## src/hw/rtl/irat_pkg.sv

```systemverilog
// irat_pkg: shared types, register indexes and operand selection for the
// interleaved region address translator. No dependencies.
package irat_pkg;

    localparam int ADDR_W  = 64;
    localparam int CHUNK_W = 32;
    localparam int CFG_IDX_W = 3;
    localparam int QDEPTH  = 4;
    localparam int QPTR_W  = $clog2(QDEPTH);
    localparam int QCNT_W  = $clog2(QDEPTH + 1);
    localparam int DIV_STAGES = ADDR_W;

    localparam logic [CFG_IDX_W-1:0] REG_REGION_START    = 3'd0;
    localparam logic [CFG_IDX_W-1:0] REG_INTERLEAVE_SIZE = 3'd1;
    localparam logic [CFG_IDX_W-1:0] REG_INTERLEAVE_STEP = 3'd2;
    localparam logic [CFG_IDX_W-1:0] REG_PRIVATE_OFFSET  = 3'd3;

    localparam logic DIR_G2L = 1'b0;
    localparam logic DIR_L2G = 1'b1;

    typedef struct packed {
        logic              req_type;
        logic [ADDR_W-1:0] addr_in;
    } t_in;

    typedef struct packed {
        logic [ADDR_W-1:0] addr_out;
        logic              div_error;
    } t_out;

    typedef struct packed {
        logic [ADDR_W-1:0]  region_start;
        logic [CHUNK_W-1:0] interleave_size;
        logic [CHUNK_W-1:0] interleave_step;
        logic [ADDR_W-1:0]  private_offset;
    } t_cfg;

    // per-transaction control: direction, plain-offset mode, zero-divisor error
    typedef struct packed {
        logic dir;
        logic off;
        logic err;
    } t_ctl;

    typedef struct packed {
        t_ctl              ctl;
        logic [ADDR_W-1:0] x;
    } t_job;

    typedef struct packed {
        logic              full;
        logic              empty;
        logic [QCNT_W-1:0] count;
    } t_qstat;

    // plain-offset mode divides and multiplies by one
    function automatic logic [CHUNK_W-1:0] div_of(t_ctl c, t_cfg g);
        logic [CHUNK_W-1:0] d;
        if (c.off) begin
            d = CHUNK_W'(1);
        end else if (c.dir == DIR_G2L) begin
            d = g.interleave_step;
        end else begin
            d = g.interleave_size;
        end
        return d;
    endfunction

    function automatic logic [CHUNK_W-1:0] mul_of(t_ctl c, t_cfg g);
        logic [CHUNK_W-1:0] m;
        if (c.off) begin
            m = CHUNK_W'(1);
        end else if (c.dir == DIR_G2L) begin
            m = g.interleave_size;
        end else begin
            m = g.interleave_step;
        end
        return m;
    endfunction

    function automatic logic [ADDR_W-1:0] add_of(t_ctl c, t_cfg g);
        return (c.dir == DIR_G2L) ? g.private_offset : g.region_start;
    endfunction

endpackage

```

## src/hw/rtl/irat_queue.sv

```systemverilog
// irat_queue: small flop FIFO between front and back.
// Depends on irat_pkg.
module irat_queue (
    input  logic                  i_clk,
    input  logic                  i_rst_n,
    input  logic                  i_push,
    input  irat_pkg::t_job        i_job,
    input  logic                  i_pop,
    output irat_pkg::t_job        o_job,
    output irat_pkg::t_qstat      o_stat
);
    irat_pkg::t_job r_mem [irat_pkg::QDEPTH];
    logic [irat_pkg::QPTR_W-1:0] r_wp, r_rp;
    logic [irat_pkg::QCNT_W-1:0] r_cnt;

    assign o_job        = r_mem[r_rp];
    assign o_stat.count = r_cnt;
    assign o_stat.full  = (r_cnt == irat_pkg::QCNT_W'(irat_pkg::QDEPTH));
    assign o_stat.empty = (r_cnt == '0);

    always_ff @(posedge i_clk) begin
        if (i_push) begin
            r_mem[r_wp] <= i_job;
        end
    end

    always_ff @(posedge i_clk) begin
        if (!i_rst_n) begin
            r_wp  <= '0;
            r_rp  <= '0;
            r_cnt <= '0;
        end else begin
            if (i_push) r_wp <= r_wp + 1'b1;
            if (i_pop)  r_rp <= r_rp + 1'b1;
            r_cnt <= r_cnt + irat_pkg::QCNT_W'(i_push) - irat_pkg::QCNT_W'(i_pop);
        end
    end
endmodule

```

## config.mk

```make
export PLATFORM = sky130hd
export DESIGN_NAME = irat_queue
export DESIGN_NICKNAME = d
export VERILOG_FILES = /design/src/hw/rtl/irat_pkg.sv /design/src/hw/rtl/irat_queue.sv
export SDC_FILE = /design/constraint.sdc
export NUM_CORES = 1
export LEC_CHECK = 0
export BUFFER_PORTS_ARGS = -buffer_cell sky130_fd_sc_hd__buf_4
export CAP_MARGIN = 10
export CORE_ASPECT_RATIO = 0.75
export CORE_UTILIZATION = 51
export DETAILED_ROUTE_END_ITERATION = 8
export MAX_ROUTING_LAYER = met4
export PLACE_DENSITY = 0.74
export SLEW_MARGIN = 10
export SYNTH_ARGS = -nofsm -noshare
export SYNTH_HDL_FRONTEND = slang
export SYNTH_SLANG_ARGS = --single-unit
```

## constraint.sdc

```tcl
create_clock -name i_clk -period 2.75 [get_ports i_clk]
set_clock_uncertainty 0.2 [all_clocks]
set_input_delay 0.1375 -clock i_clk [delete_from_list [all_inputs] [get_ports i_clk]]
set_output_delay 0.1375 -clock i_clk [all_outputs]
set_load 0.01 [all_outputs]
```

==> results.txt <==
outcome = finished, final reports clean
category of the critical setup timing path = reg2out
GR Overflow Total = 0
Tightest Pin Transition = 0.5096 ns
share of synthesized cell area in full adder, half adder and majority cells = 0.9373%
max incr delay on CP = 0.54 ns
proportion of synthesized chip area in sequential cells = 81.11%
CTS HTree Levels = 1
I/O Pins = 143
reported max-cap violation count = 0
wire per inst = 20.49 microns
DR vias = 4826
remaining antenna violation count = 0
net count after synthesis = 471
async set-reset flop share out of synthesis = 0%
largest net degree at the start of global routing = 45
Area after DPL = 11570 sq um
endpoint kind of the worst setup timing path = output pin
count of final hold-check violations = 0
worst setup slack before clock tree synthesis = 0.7690 ns
maximum operating frequency = 0.4152 GHz
drc violations = 0
share of the clock period used by the worst path after layout = 87.58%
worst hold path cell count = 2
final hold slack = 0.1624 ns
data required time at the worst endpoint = 2.41 ns
maximum VDD drop = 0.5580 mV
Synth Cell Area = 10140 sq um
Worst Path Arrival = 2.07 ns
simple-gate share of the synthesized area = 0.7400%
power per cell area = 759.2 nW/um^2
Die Y-Extent = 124.1 microns
insertion delay to the later sink of the worst-skew pair = 0.52 ns
leak pwr = 0.004590 uW
Starting DRT DRC Count = 298
Sinks on Clock Net = 277
kind of start point of the critical path = flip-flop
post-layout instance area = 13260 sq um
post-synthesis average cell area = 25.81 sq um
first-pass GRT wire length = 27810 microns
warning count from the yosys run = 0
Nets = 708
number of antenna violations at the first check in global routing = 0
cell family with most CP delay = multiplexers
most used flip-flop cell after synthesis = sky130_fd_sc_hd__edfxtp_1
initial standard-cell utilization of the core = 52.20%
headroom to the max-slew limit = 66.03%
TritonCTS clock tree = built
filler instances = 1183
standard cell with the maximum stage delay on the critical path = sky130_fd_sc_hd__mux4_2
largest family of logic cells by synthesized area = multiplexers
worst path buffer plus inverter count = 2
via count of the first global-routing pass = 5110
instance count on the critical path = 3
number of endpoints failing setup at the final stage = 0
synthesis-stage register bit count = 277
port bufs = 142
count of distinct cell types in the synthesized netlist = 21
number of flops mapped to enable cells by yosys = 268
share of the synthesized netlist area taken by xor and xnor gates = 0.4070%
chip width = 164.9 microns
layout cells sized above 1 = 41.23%
largest fanout on the critical path = 12
Post-Route Setup TNS = 0 ns
die area = 20470 sq um
total routing usage reported by global routing = 19.04%
number of cells on the worst reg-to-reg path = 7
max-slew violation count = 0
ANT cells = 0
multiplexer area fraction after synthesis = 14.97%
maximum buffer depth of the clock tree = 3
cts bufs inserted = 26
class of the tightest hold or removal check = in2reg
total detailed-routing wirelength = 18500 microns
final RePlAce weighted congestion = 0.7600
critical-path cell list = buf_4 > mux4_2 > buf_4
Post-Synthesis Cells = 393
setup bufs post-CTS = 0
routed via count divided by cell count = 5.344
CTS root buf = sky130_fd_sc_hd__clkbuf_16
CP most frequent cell = sky130_fd_sc_hd__buf_4
clock-pin slew reported for the worst setup and hold paths after clock tree synthesis = 0.07 ns
Post-Route Utilization = 68.23%
Area growth, synth to finish = 30.71%
Detail Placement HPWL = 10600 microns
crit path setup slack, layout = 0.3416 ns
area of the placeable core = 19430 sq um
unrepaired setup endpoints after global routing = false
shortest clock period the worst path allows after layout = 2.408 ns
num rows = 44
Pre-Repair DR Iteration Count = 5
complex-gate fraction of the synthesized area = 0.1480%
[per-layer routing]
metal  wire [microns]  up-vias  track usage (%)
met4              315        0            5.218
met3             1219       28            4.329
met5                0        -                -
met1             7854     2479            25.01
li1                 -     2149                -
met2             9113      170            30.38
[worst paths after layout]
| path | from | end | slack [ns] |
|---|---|---|---|
| worst max-delay path | flip-flop | o_job[63] | 0.34 |
| worst min-delay path | i_job[7] | r_mem[0][7] | 0.16 |
| worst max register to register | r_cnt[0] | r_cnt[2] | 0.75 |
| worst min register to register | r_rp[0] | flip-flop | 0.35 |
[stage by stage]
step,instances,total power (uW)
2_1_floorplan,393,5562
3_3_place_gp,784,6031
3_5_place_dp,784,6067
4_1_cts,903,10140
5_1_grt,903,10380
6_report,903,10070
[cell usage after synthesis (2+ instances only)]
master / count / share of area (%)
sky130_fd_sc_hd__buf_1: 3 / 0.11
sky130_fd_sc_hd__xnor2_1: 2 / 0.17
sky130_fd_sc_hd__dfxtp_1: 9 / 1.8
sky130_fd_sc_hd__and2_1: 6 / 0.37
sky130_fd_sc_hd__ha_1: 6 / 0.74
sky130_fd_sc_hd__mux4_2: 67 / 15
sky130_fd_sc_hd__buf_2: 4 / 0.20
sky130_fd_sc_hd__buf_12: 4 / 0.79
sky130_fd_sc_hd__edfxtp_1: 268 / 79
sky130_fd_sc_hd__buf_4: 3 / 0.22
sky130_fd_sc_hd__nor2_1: 5 / 0.19
sky130_fd_sc_hd__inv_1: 7 / 0.26
[placed cells by master, fill, tap and decap left out, types with 2 or more instances in the layout]
master | Yosys | final
sky130_fd_sc_hd__and2_1 | 6 | 2
sky130_fd_sc_hd__and2_4 | 0 | 4
sky130_fd_sc_hd__buf_12 | 4 | 7
sky130_fd_sc_hd__buf_4 | 3 | 146
sky130_fd_sc_hd__bufinv_16 | 0 | 8
sky130_fd_sc_hd__clkbuf_1 | 0 | 4
sky130_fd_sc_hd__clkbuf_16 | 0 | 27
sky130_fd_sc_hd__clkinv_1 | 0 | 3
sky130_fd_sc_hd__clkinv_2 | 0 | 4
sky130_fd_sc_hd__dfxtp_1 | 9 | 7
sky130_fd_sc_hd__dfxtp_4 | 0 | 2
sky130_fd_sc_hd__dlygate4sd3_1 | 0 | 71
sky130_fd_sc_hd__edfxtp_1 | 268 | 268
sky130_fd_sc_hd__ha_1 | 6 | 6
sky130_fd_sc_hd__inv_1 | 7 | 7
sky130_fd_sc_hd__mux4_2 | 67 | 67
sky130_fd_sc_hd__nor2_1 | 5 | 5
sky130_fd_sc_hd__xnor2_1 | 2 | 2
[flip-flops by register name (all words and copies together), names as in the netlist, named ones only]
signal  count
r_rp        2
r_wp        2
r_cnt       3
r_mem     268
[cells by family after synthesis]
family                     count (synthesis)
and+or+nand+nor                           14
buffers and inverters                     22
xor gates and xnor gates                   3
AOI/OAI and AO/OA                          2
muxes                                     68
DFF                                      277
adders and majority gates                  7
[what timing repair did]
item / in CTS / in global routing
hold buffers: 71 / 0
resized for setup: 0 / 0
endpoints found under the hold margin: 277 / 0
[power breakdown]
group	switching, uW	internal, uW
combinational	492	626
clock	1470	2550
sequential	83.7	4850
[cell type report]
cell class / count / area (sq um) / share of cell area [%]
Timing Repair Buffer: 224 / 1947 / 14.68
Multi-Input combinational cell: 94 / 1755 / 13.24
Sequential cell: 277 / 8235 / 62.11
Clock inverter: 17 / 289.0 / 2.180
Clock buffer: 31 / 690.7 / 5.209
Tap cell: 253 / 316.6 / 2.387
Inverter: 7 / 26.28 / 0.1982
(Power assumes the default switching activity.)
