**config.mk**
```make
export PLATFORM = sky130hd
export DESIGN_NAME = irat_front
export DESIGN_NICKNAME = d
export VERILOG_FILES = /design/src/hw/rtl/irat_pkg.sv /design/src/hw/rtl/irat_front.sv
export SDC_FILE = /design/constraint.sdc
export NUM_CORES = 1
export LEC_CHECK = 0
export ABC_AREA = 1
export BUFFER_PORTS_ARGS = -buffer_cell sky130_fd_sc_hd__buf_2
export CORE_AREA = 2 2 127 129
export DETAILED_ROUTE_END_ITERATION = 10
export DIE_AREA = 0 0 129 131
export GPL_TIMING_DRIVEN = 1
export PLACE_DENSITY = 0.77
export REMOVE_ABC_BUFFERS = 1
export SYNTH_ARGS = -nofsm -noshare
export SYNTH_HDL_FRONTEND = slang
export SYNTH_SLANG_ARGS = --single-unit
```
**constraint.sdc**
```tcl
create_clock -name vclk -period 4.5
set_clock_uncertainty 0.15 [all_clocks]
set_input_delay 0.225 -clock vclk [all_inputs]
set_output_delay 0.225 -clock vclk [all_outputs]
set_load 0.05 [all_outputs]
```
**src/hw/rtl/irat_pkg.sv**
```systemverilog
// irat_pkg: shared types, register indexes and operand selection for the
// interleaved region address translator. No dependencies.
package irat_pkg;

    localparam int ADDR_W  = 64;
    localparam int CHUNK_W = 32;
    localparam int CFG_IDX_W = 3;
    localparam int QDEPTH  = 4;
    localparam int QPTR_W  = $clog2(QDEPTH);
    localparam int QCNT_W  = $clog2(QDEPTH + 1);
    localparam int DIV_STAGES = ADDR_W;

    localparam logic [CFG_IDX_W-1:0] REG_REGION_START    = 3'd0;
    localparam logic [CFG_IDX_W-1:0] REG_INTERLEAVE_SIZE = 3'd1;
    localparam logic [CFG_IDX_W-1:0] REG_INTERLEAVE_STEP = 3'd2;
    localparam logic [CFG_IDX_W-1:0] REG_PRIVATE_OFFSET  = 3'd3;

    localparam logic DIR_G2L = 1'b0;
    localparam logic DIR_L2G = 1'b1;

    typedef struct packed {
        logic              req_type;
        logic [ADDR_W-1:0] addr_in;
    } t_in;

    typedef struct packed {
        logic [ADDR_W-1:0] addr_out;
        logic              div_error;
    } t_out;

    typedef struct packed {
        logic [ADDR_W-1:0]  region_start;
        logic [CHUNK_W-1:0] interleave_size;
        logic [CHUNK_W-1:0] interleave_step;
        logic [ADDR_W-1:0]  private_offset;
    } t_cfg;

    // per-transaction control: direction, plain-offset mode, zero-divisor error
    typedef struct packed {
        logic dir;
        logic off;
        logic err;
    } t_ctl;

    typedef struct packed {
        t_ctl              ctl;
        logic [ADDR_W-1:0] x;
    } t_job;

    typedef struct packed {
        logic              full;
        logic              empty;
        logic [QCNT_W-1:0] count;
    } t_qstat;

    // plain-offset mode divides and multiplies by one
    function automatic logic [CHUNK_W-1:0] div_of(t_ctl c, t_cfg g);
        logic [CHUNK_W-1:0] d;
        if (c.off) begin
            d = CHUNK_W'(1);
        end else if (c.dir == DIR_G2L) begin
            d = g.interleave_step;
        end else begin
            d = g.interleave_size;
        end
        return d;
    endfunction

    function automatic logic [CHUNK_W-1:0] mul_of(t_ctl c, t_cfg g);
        logic [CHUNK_W-1:0] m;
        if (c.off) begin
            m = CHUNK_W'(1);
        end else if (c.dir == DIR_G2L) begin
            m = g.interleave_size;
        end else begin
            m = g.interleave_step;
        end
        return m;
    endfunction

    function automatic logic [ADDR_W-1:0] add_of(t_ctl c, t_cfg g);
        return (c.dir == DIR_G2L) ? g.private_offset : g.region_start;
    endfunction

endpackage

```
**src/hw/rtl/irat_front.sv**
```systemverilog
// irat_front: classifies an incoming transaction and forms the dividend.
// Depends on irat_pkg.
module irat_front (
    input  irat_pkg::t_in  i_in,
    input  irat_pkg::t_cfg i_cfg,
    output irat_pkg::t_job o_job
);
    logic ilv_on;

    always_comb begin
        ilv_on = (i_cfg.interleave_size != '0);
        o_job.ctl.dir = i_in.req_type;
        o_job.ctl.off = !ilv_on;
        o_job.ctl.err = ilv_on && (i_in.req_type == irat_pkg::DIR_G2L)
                        && (i_cfg.interleave_step == '0);
        if (i_in.req_type == irat_pkg::DIR_G2L) begin
            o_job.x = i_in.addr_in - i_cfg.region_start;
        end else begin
            o_job.x = i_in.addr_in - i_cfg.private_offset;
        end
    end
endmodule

```
==> impl_metrics.py, run 1 <==
metrics = {
    "job": {
        "maxCapViolations": 0,
    },
    "route": {
        "via_count": 9369,
        "drcViolationCount": 0,
        "routedWlPerCell_um": 14.4,
        "first_pass_iters": 8,
        "via_per_inst": 4.82,
        "dr.first_iter.drc_count": 650,
        "postRouteAntennaNets": 0,
        "wirelength_um": 28000,
    },
    "sta": {
        "slew_headroom_pct": 52.5,
        "finalHoldViolations": 0,
        "timing.fmax_ghz": 0.272,
        "setup_viol": 0,
        "fin_tns_setup_ps": 0,
        "rsz0062_at_grt": "no",
        "holdWs_ps": 722,
        "slew_violations": 0,
        "period_share_pct": 81.7,
        "tightest_slew_ps": 712,
        "layout_min_cycle_time_ps": 3680,
    },
    "synthesis": {
        "synthTopCellsByArea": "nand2_1, inv_1, ha_1, mux2i_1, nor2_1",
        "yosysWarnings": 0,
        "syn_area_per_cell_um2": 4.91,
        "ys_seq_area_share_pct": 0,
        "yosysTopAreaCell": "nand2_1",
        "netlist_instances": 1410,
        "synth_top_area_share_pct": 32.2,
        "yosysUniqueCellTypes": 31,
        "ys_top_cells_by_count": "nand2_1, inv_1, nor2_1",
        "syn-cell-area_mm2": 0.00692,
        "yosysMostFrequentCell": "nand2_1",
    },
    "status": {
        "status": "finished clean",
    },
    "critical_path": {
        "path_delay_family": "buffers and inverters",
        "cp.arrival_ps": 3300,
        "required_ps": 4120,
        "cp-start-kind": "input port",
        "cp_common_cell": "nand2_1",
        "cp.depth": 17,
        "critPathBufInv": 5,
        "critPathMaxFanout": 43,
        "endpoint": "o_job[32]",
        "slowest_stage": "buf_4",
        "cp_slowest_stage_delay_ps": 550,
        "end_kind": "primary output",
        "crit_chain": "buf_4, inv_1, or2_2, o21ai_0, inv_1, fa_1, inv_1, nand3_1, nand2_2, nand2_1, nand2_2, nand3_1, nand2_1, nand2_1, nand2_1, xor2_1, buf_2",
        "critPathKind": "in -> out",
        "startpoint": "i_in[64]",
    },
    "floorplanning": {
        "num_rows": 46,
        "die_area_mm2": 0.0169,
        "coreArea_mm2": 0.0156,
        "start_util_pct": 44.4,
        "die_y_um": 131,
        "fp.dieW_um": 129,
        "io_pins": 324,
    },
    "finish": {
        "final_cells": 1945,
        "n_clock_buffer": 0,
        "nFillCells": 1747,
        "final_layout_size_suffix_gt1_share_pct": 22.3,
        "seq_area_um2": 0,
        "numSequentialCells": 0,
        "fin_util_pct": 56.4,
        "syn_to_final_growth_pct": 27.0,
        "fin_nets": 2057,
    },
    "power_and_ir_drop": {
        "power_density_mw_per_mm2": 212,
        "power_mw": 1.87,
        "peakVddDrop_v": 0.000173,
        "power.leakage_nw": 6.06,
    },
    "hold_path": {
        "hold_class": "in -> out",
        "worstHoldStart": "i_cfg[94]",
    },
    "grt": {
        "grt_usage_pct": 31.3,
        "gr-total-overflow": 0,
        "grt_pass1_wl_um": 41100,
        "grt_max_degree": 44,
        "grt_antenna_before_repair": 1,
        "grt_pass1_vias": 8514,
    },
    "clocking": {
        "cts_setup_buffers": 0,
        "ctsHoldBuffers": 0,
        "cts_resized": 0,
    },
    "placed_design": {
        "dpl.cell_count": 1944,
        "dp.final_hpwl_um": 25700,
        "io_buffers": 324,
        "place.gp.congestion": 0.985,
    },
}
-- cell type report --
| type | instances | area (µm²) | share of cell area, % |
|---|---|---|---|
| multi-input combinational | 1074 | 5650 | 64.3 |
| timing repair buffer | 326 | 1640 | 18.6 |
| inverter | 328 | 1230 | 14.0 |
| tap | 216 | 270 | 3.07 |
| antenna | 1 | 2.50 | 0.0285 |
-- logic make-up after synthesis --
group | synth area share (%)
AND/OR/NAND/NOR | 52.5
buffers and inverters | 18.4
adder cells (fa/ha/maj) | 12.8
multiplexers | 8.82
AO/OA/AOI/OAI | 3.51
XOR/XNOR | 4.05
-- worst min-delay path, cell delays in order --
cell and delay, ps:
buf_2 70, nor3_1 30, nand4_1 70, nor2_1 40, buf_2 200
-- where the power goes --
group | leakage (nW) | switching (mW) | total, mW | internal [mW]
registers | 0 | 0 | 0 | 0
logic | 6.06 | 1.35 | 1.87 | 0.520
clock network | 0.00000634 | 0 | 0.0000000299 | 0.0000000299
total | 6.06 | 1.35 | 1.87 | 0.520
-- through the flow --
stage,cell area (µm²),worst slack (ps)
6_report,8790,824
5_1_grt,8790,640
4_1_cts,8790,836
3_5_place_dp,8790,838
3_3_place_gp,8790,870
2_1_floorplan,6880,1560
-- layout by cell type, fill, tap and decap left out --
cell / synthesis / routed
diode_2: 0 / 1
nor2_1: 116 / 116
nor4_1: 10 / 10
nand4_1: 18 / 18
nand3b_1: 1 / 1
xnor2_1: 1 / 1
nand2_1: 594 / 594
nor3_2: 2 / 2
mux2i_1: 61 / 61
nand2_4: 1 / 1
clkinv_1: 2 / 2
or2_1: 1 / 1
nor3_1: 13 / 13
nand3_1: 55 / 55
or2_2: 2 / 2
xor2_1: 31 / 31
fa_1: 1 / 1
inv_1: 322 / 322
o21ai_0: 3 / 3
nor2_4: 3 / 3
ha_1: 69 / 69
o21bai_1: 3 / 3
nor2_2: 12 / 12
buf_2: 6 / 323
nand3_2: 8 / 8
buf_4: 1 / 3
inv_2: 4 / 4
nor3_4: 2 / 2
nand2_2: 24 / 24
a21oi_1: 41 / 41
nor4_2: 2 / 2
-- per-layer routing --
| layer | vias to the layer above | track usage [%] | part of all wire [%] |
|---|---|---|---|
| met4 | 0 | 15.2 | 5.1 |
| met5 | - | 0 | 0 |
| li1 | 4879 | - | - |
| met3 | 59 | 2.85 | 6.4 |
| met1 | 4040 | 35.2 | 39 |
| met2 | 391 | 59.3 | 49 |
-- worst min path at each step --
stage,to,slack (ps),cells past startpoint
floorplan,o_job[66],300,0
global placement,o_job[65],720,5
detailed placement,o_job[65],720,5
CTS,o_job[65],720,5
global route,o_job[64],750,5
finish,o_job[64],720,5
Power figures use the tool's default switching activity.
==> inputs of run 2 (changes only) <==
--- a/config.mk
+++ b/config.mk
@@ -5,13 +5,13 @@
 export SDC_FILE = /design/constraint.sdc
 export NUM_CORES = 1
 export LEC_CHECK = 0
-export ABC_AREA = 1
+export ABC_AREA = 0
 export BUFFER_PORTS_ARGS = -buffer_cell sky130_fd_sc_hd__buf_2
-export CORE_AREA = 2 2 127 129
+export CORE_AREA = 2 2 126 128
 export DETAILED_ROUTE_END_ITERATION = 10
-export DIE_AREA = 0 0 129 131
+export DIE_AREA = 0 0 128 130
 export GPL_TIMING_DRIVEN = 1
-export PLACE_DENSITY = 0.77
+export PLACE_DENSITY = 0.65
 export REMOVE_ABC_BUFFERS = 1
 export SYNTH_ARGS = -nofsm -noshare
 export SYNTH_HDL_FRONTEND = slang
==> constraint.sdc (replaced) <==
create_clock -name vclk -period 3.2
set_clock_uncertainty 0.15 [all_clocks]
set_input_delay 0.16 -clock vclk [all_inputs]
set_output_delay 0.16 -clock vclk [all_outputs]
set_load 0.05 [all_outputs]
==> impl_metrics.py, run 2 <==
metrics = {
    "status": {
        "status": "finished, violations left",
        "violations": "setup timing",
    },
    "route": {
        "postRouteAntennaNets": 0,
        "via_per_inst": 5.14,
        "dr.first_iter.drc_count": 350,
        "first_pass_iters": 5,
        "wirelength_um": 22100,
        "drcViolationCount": 0,
        "via_count": 7173,
        "routedWlPerCell_um": 15.8,
    },
    "sta": {
        "period_share_pct": 107,
        "tightest_slew_ps": 485,
        "layout_min_cycle_time_ps": 3420,
        "setup_viol": 24,
        "setup_slack_ps": -224,
        "finalHoldViolations": 0,
        "rsz0062_at_grt": "yes",
        "slew_violations": 0,
        "timing.fmax_ghz": 0.292,
        "slew_headroom_pct": 67.3,
    },
    "finish": {
        "final_common_cell": "buf_2",
        "nFillCells": 1393,
        "final_layout_size_suffix_gt1_share_pct": 54.8,
        "fin_area_mm2": 0.00921,
        "final_cell_mix": "buf_2, buf_4, nand2_1",
        "numSequentialCells": 0,
        "fin_util_pct": 59.7,
        "seq_area_um2": 0,
        "syn_to_final_growth_pct": 95.4,
        "n_clock_buffer": 0,
        "fin_nets": 1530,
    },
    "power_and_ir_drop": {
        "power_density_mw_per_mm2": 363,
        "power_mw": 3.34,
        "power.leakage_nw": 4.71,
        "peakVddDrop_v": 0.000293,
    },
    "synthesis": {
        "yosysUniqueCellTypes": 63,
        "yosysWarnings": 0,
        "synth_top_area_share_pct": 18.3,
        "syn_area_per_cell_um2": 6.95,
        "yosysTopAreaCell": "ha_1",
        "netlist_instances": 678,
        "syn-cell-area_mm2": 0.00471,
        "yosysMostFrequentCell": "a21oi_1",
        "ys_top_cells_by_count": "a21oi_1, ha_1, nand2_1",
        "ys_seq_area_share_pct": 0,
        "synthTopCellsByArea": "ha_1, mux2i_1, a21oi_1, xnor2_1, nand2_1",
    },
    "grt": {
        "grt_util_met3_pct": 1.68,
        "grt_max_degree": 20,
        "gr-total-overflow": 0,
        "grt_pass1_vias": 6985,
        "grt_antenna_before_repair": 3,
        "use_met1_pct": 26.5,
        "grt-busiest-layer": "met2",
        "grt_usage_pct": 24.4,
        "met2_usage_pct": 49.9,
        "grt_pass1_wl_um": 33100,
    },
    "floorplanning": {
        "die_area_mm2": 0.0166,
        "io_pins": 324,
        "die_y_um": 130,
        "coreArea_mm2": 0.0154,
        "start_util_pct": 30.5,
        "fp.dieW_um": 128,
        "num_rows": 46,
    },
    "critical_path": {
        "critPathKind": "in -> out",
        "cp.arrival_ps": 3110,
        "critPathMaxFanout": 4,
        "cp_common_cell": "buf_4",
        "end_kind": "primary output",
        "cp_slowest_stage_delay_ps": 390,
        "required_ps": 2890,
        "slowest_stage": "fa_2",
        "cp-start-kind": "input port",
        "crit_chain": "buf_12, buf_6, buf_4, mux2i_2, inv_1, fa_2, nor2b_2, o31a_1, o211ai_2, nor2_1, nor3_2, buf_4, o2111ai_4, o211a_1, nor2_2, buf_4, a211oi_4, buf_6",
    },
    "placed_design": {
        "place.gp.congestion": 0.920,
        "io_buffers": 324,
        "dp.final_hpwl_um": 18700,
        "placed_cell_area_mm2": 0.00811,
    },
    "hold_path": {
        "worstHoldStart": "i_cfg[90]",
        "hold_path_end": "o_job[64]",
        "min_path_cells": 5,
        "hold_class": "in -> out",
    },
    "job": {
        "maxCapViolations": 0,
    },
    "clocking": {
        "ctsHoldBuffers": 0,
    },
}
## run 2: cell types whose count changed in the layout (fill, tap and decap cells not counted), moves of 42 or more
cell	previous run	this run
buf_4	3	236
inv_1	322	19
nor2_1	116	48
nand2_1	594	64
nand3_1	55	10
buf_2	323	281
## run 2: critical path, delay by kind of cell
family                   cells  cell delay (ps)
multiplexers                 1              190
AND/OR/NAND/NOR              4              420
AO/OA/AOI/OAI                5             1000
buffers and inverters        7              930
adder cells (fa/ha/maj)      1              390
## run 2: repair_timing
item / in CTS / in global routing
resized for setup: 126 / 73
endpoints found under the hold margin: 0 / 0
setup endpoints to repair: 42 / 46
pin swaps: 54 / 37
setup buffers: 20 / 7
## run 2: cells by family after synthesis
kind of cell | after synthesis | synth area share, %
buf+inv | 45 | 3.77
xor+xnor | 59 | 11.0
fa+ha+maj | 70 | 18.7
mux | 66 | 14.0
simple gates | 215 | 21.7
compound gates | 223 | 30.7
## run 2: metal layers
| metal | part of all wire, % | vias to the layer above | routed length, µm |
|---|---|---|---|
| li1 | - | 3601 | - |
| met1 | 39 | 3274 | 8560 |
| met2 | 53 | 258 | 11700 |
| met3 | 5.1 | 40 | 1130 |
| met4 | 3.2 | 0 | 714 |
| met5 | 0 | - | 0 |
## run 2: per-stage QoR
step	setup slack, ps	instances	setup TNS, ps	hold WS (ps)
final	-224	1396	-3110	590
after global routing	-361	1396	-7800	621
after CTS	-176	1386	-2400	591
after detailed placement	-599	1367	-12990	590
after global placement	-543	1367	-11400	592
after floorplan	-501	652	-3810	170
## run 2: final cells by class
| class | count | area (µm²) | area share [%] |
|---|---|---|---|
| inverters | 19 | 71.3 | 0.774 |
| repair buffers | 549 | 3680 | 39.9 |
| well taps | 192 | 240 | 2.61 |
| diodes | 3 | 7.51 | 0.0815 |
| multi-input cells | 633 | 5210 | 56.6 |
## run 2: report_power, final
group / switching, mW / internal (mW) / leakage, nW
Combinational: 1.93 / 1.41 / 4.71
Sequential: 0 / 0 / 0
Clock: 0 / 0.000000126 / 0.0000190
Total: 1.93 / 1.41 / 4.71
## run 2: worst max-delay path by stage
stage / from / to / cells past startpoint
after CTS: i_in[64] / o_job[59] / 17
after global routing: i_in[64] / o_job[55] / 16
after global placement: i_in[64] / o_job[57] / 14
final: i_in[64] / o_job[58] / 18
after floorplan: i_in[64] / o_job[58] / 12
after detailed placement: i_in[64] / o_job[57] / 14
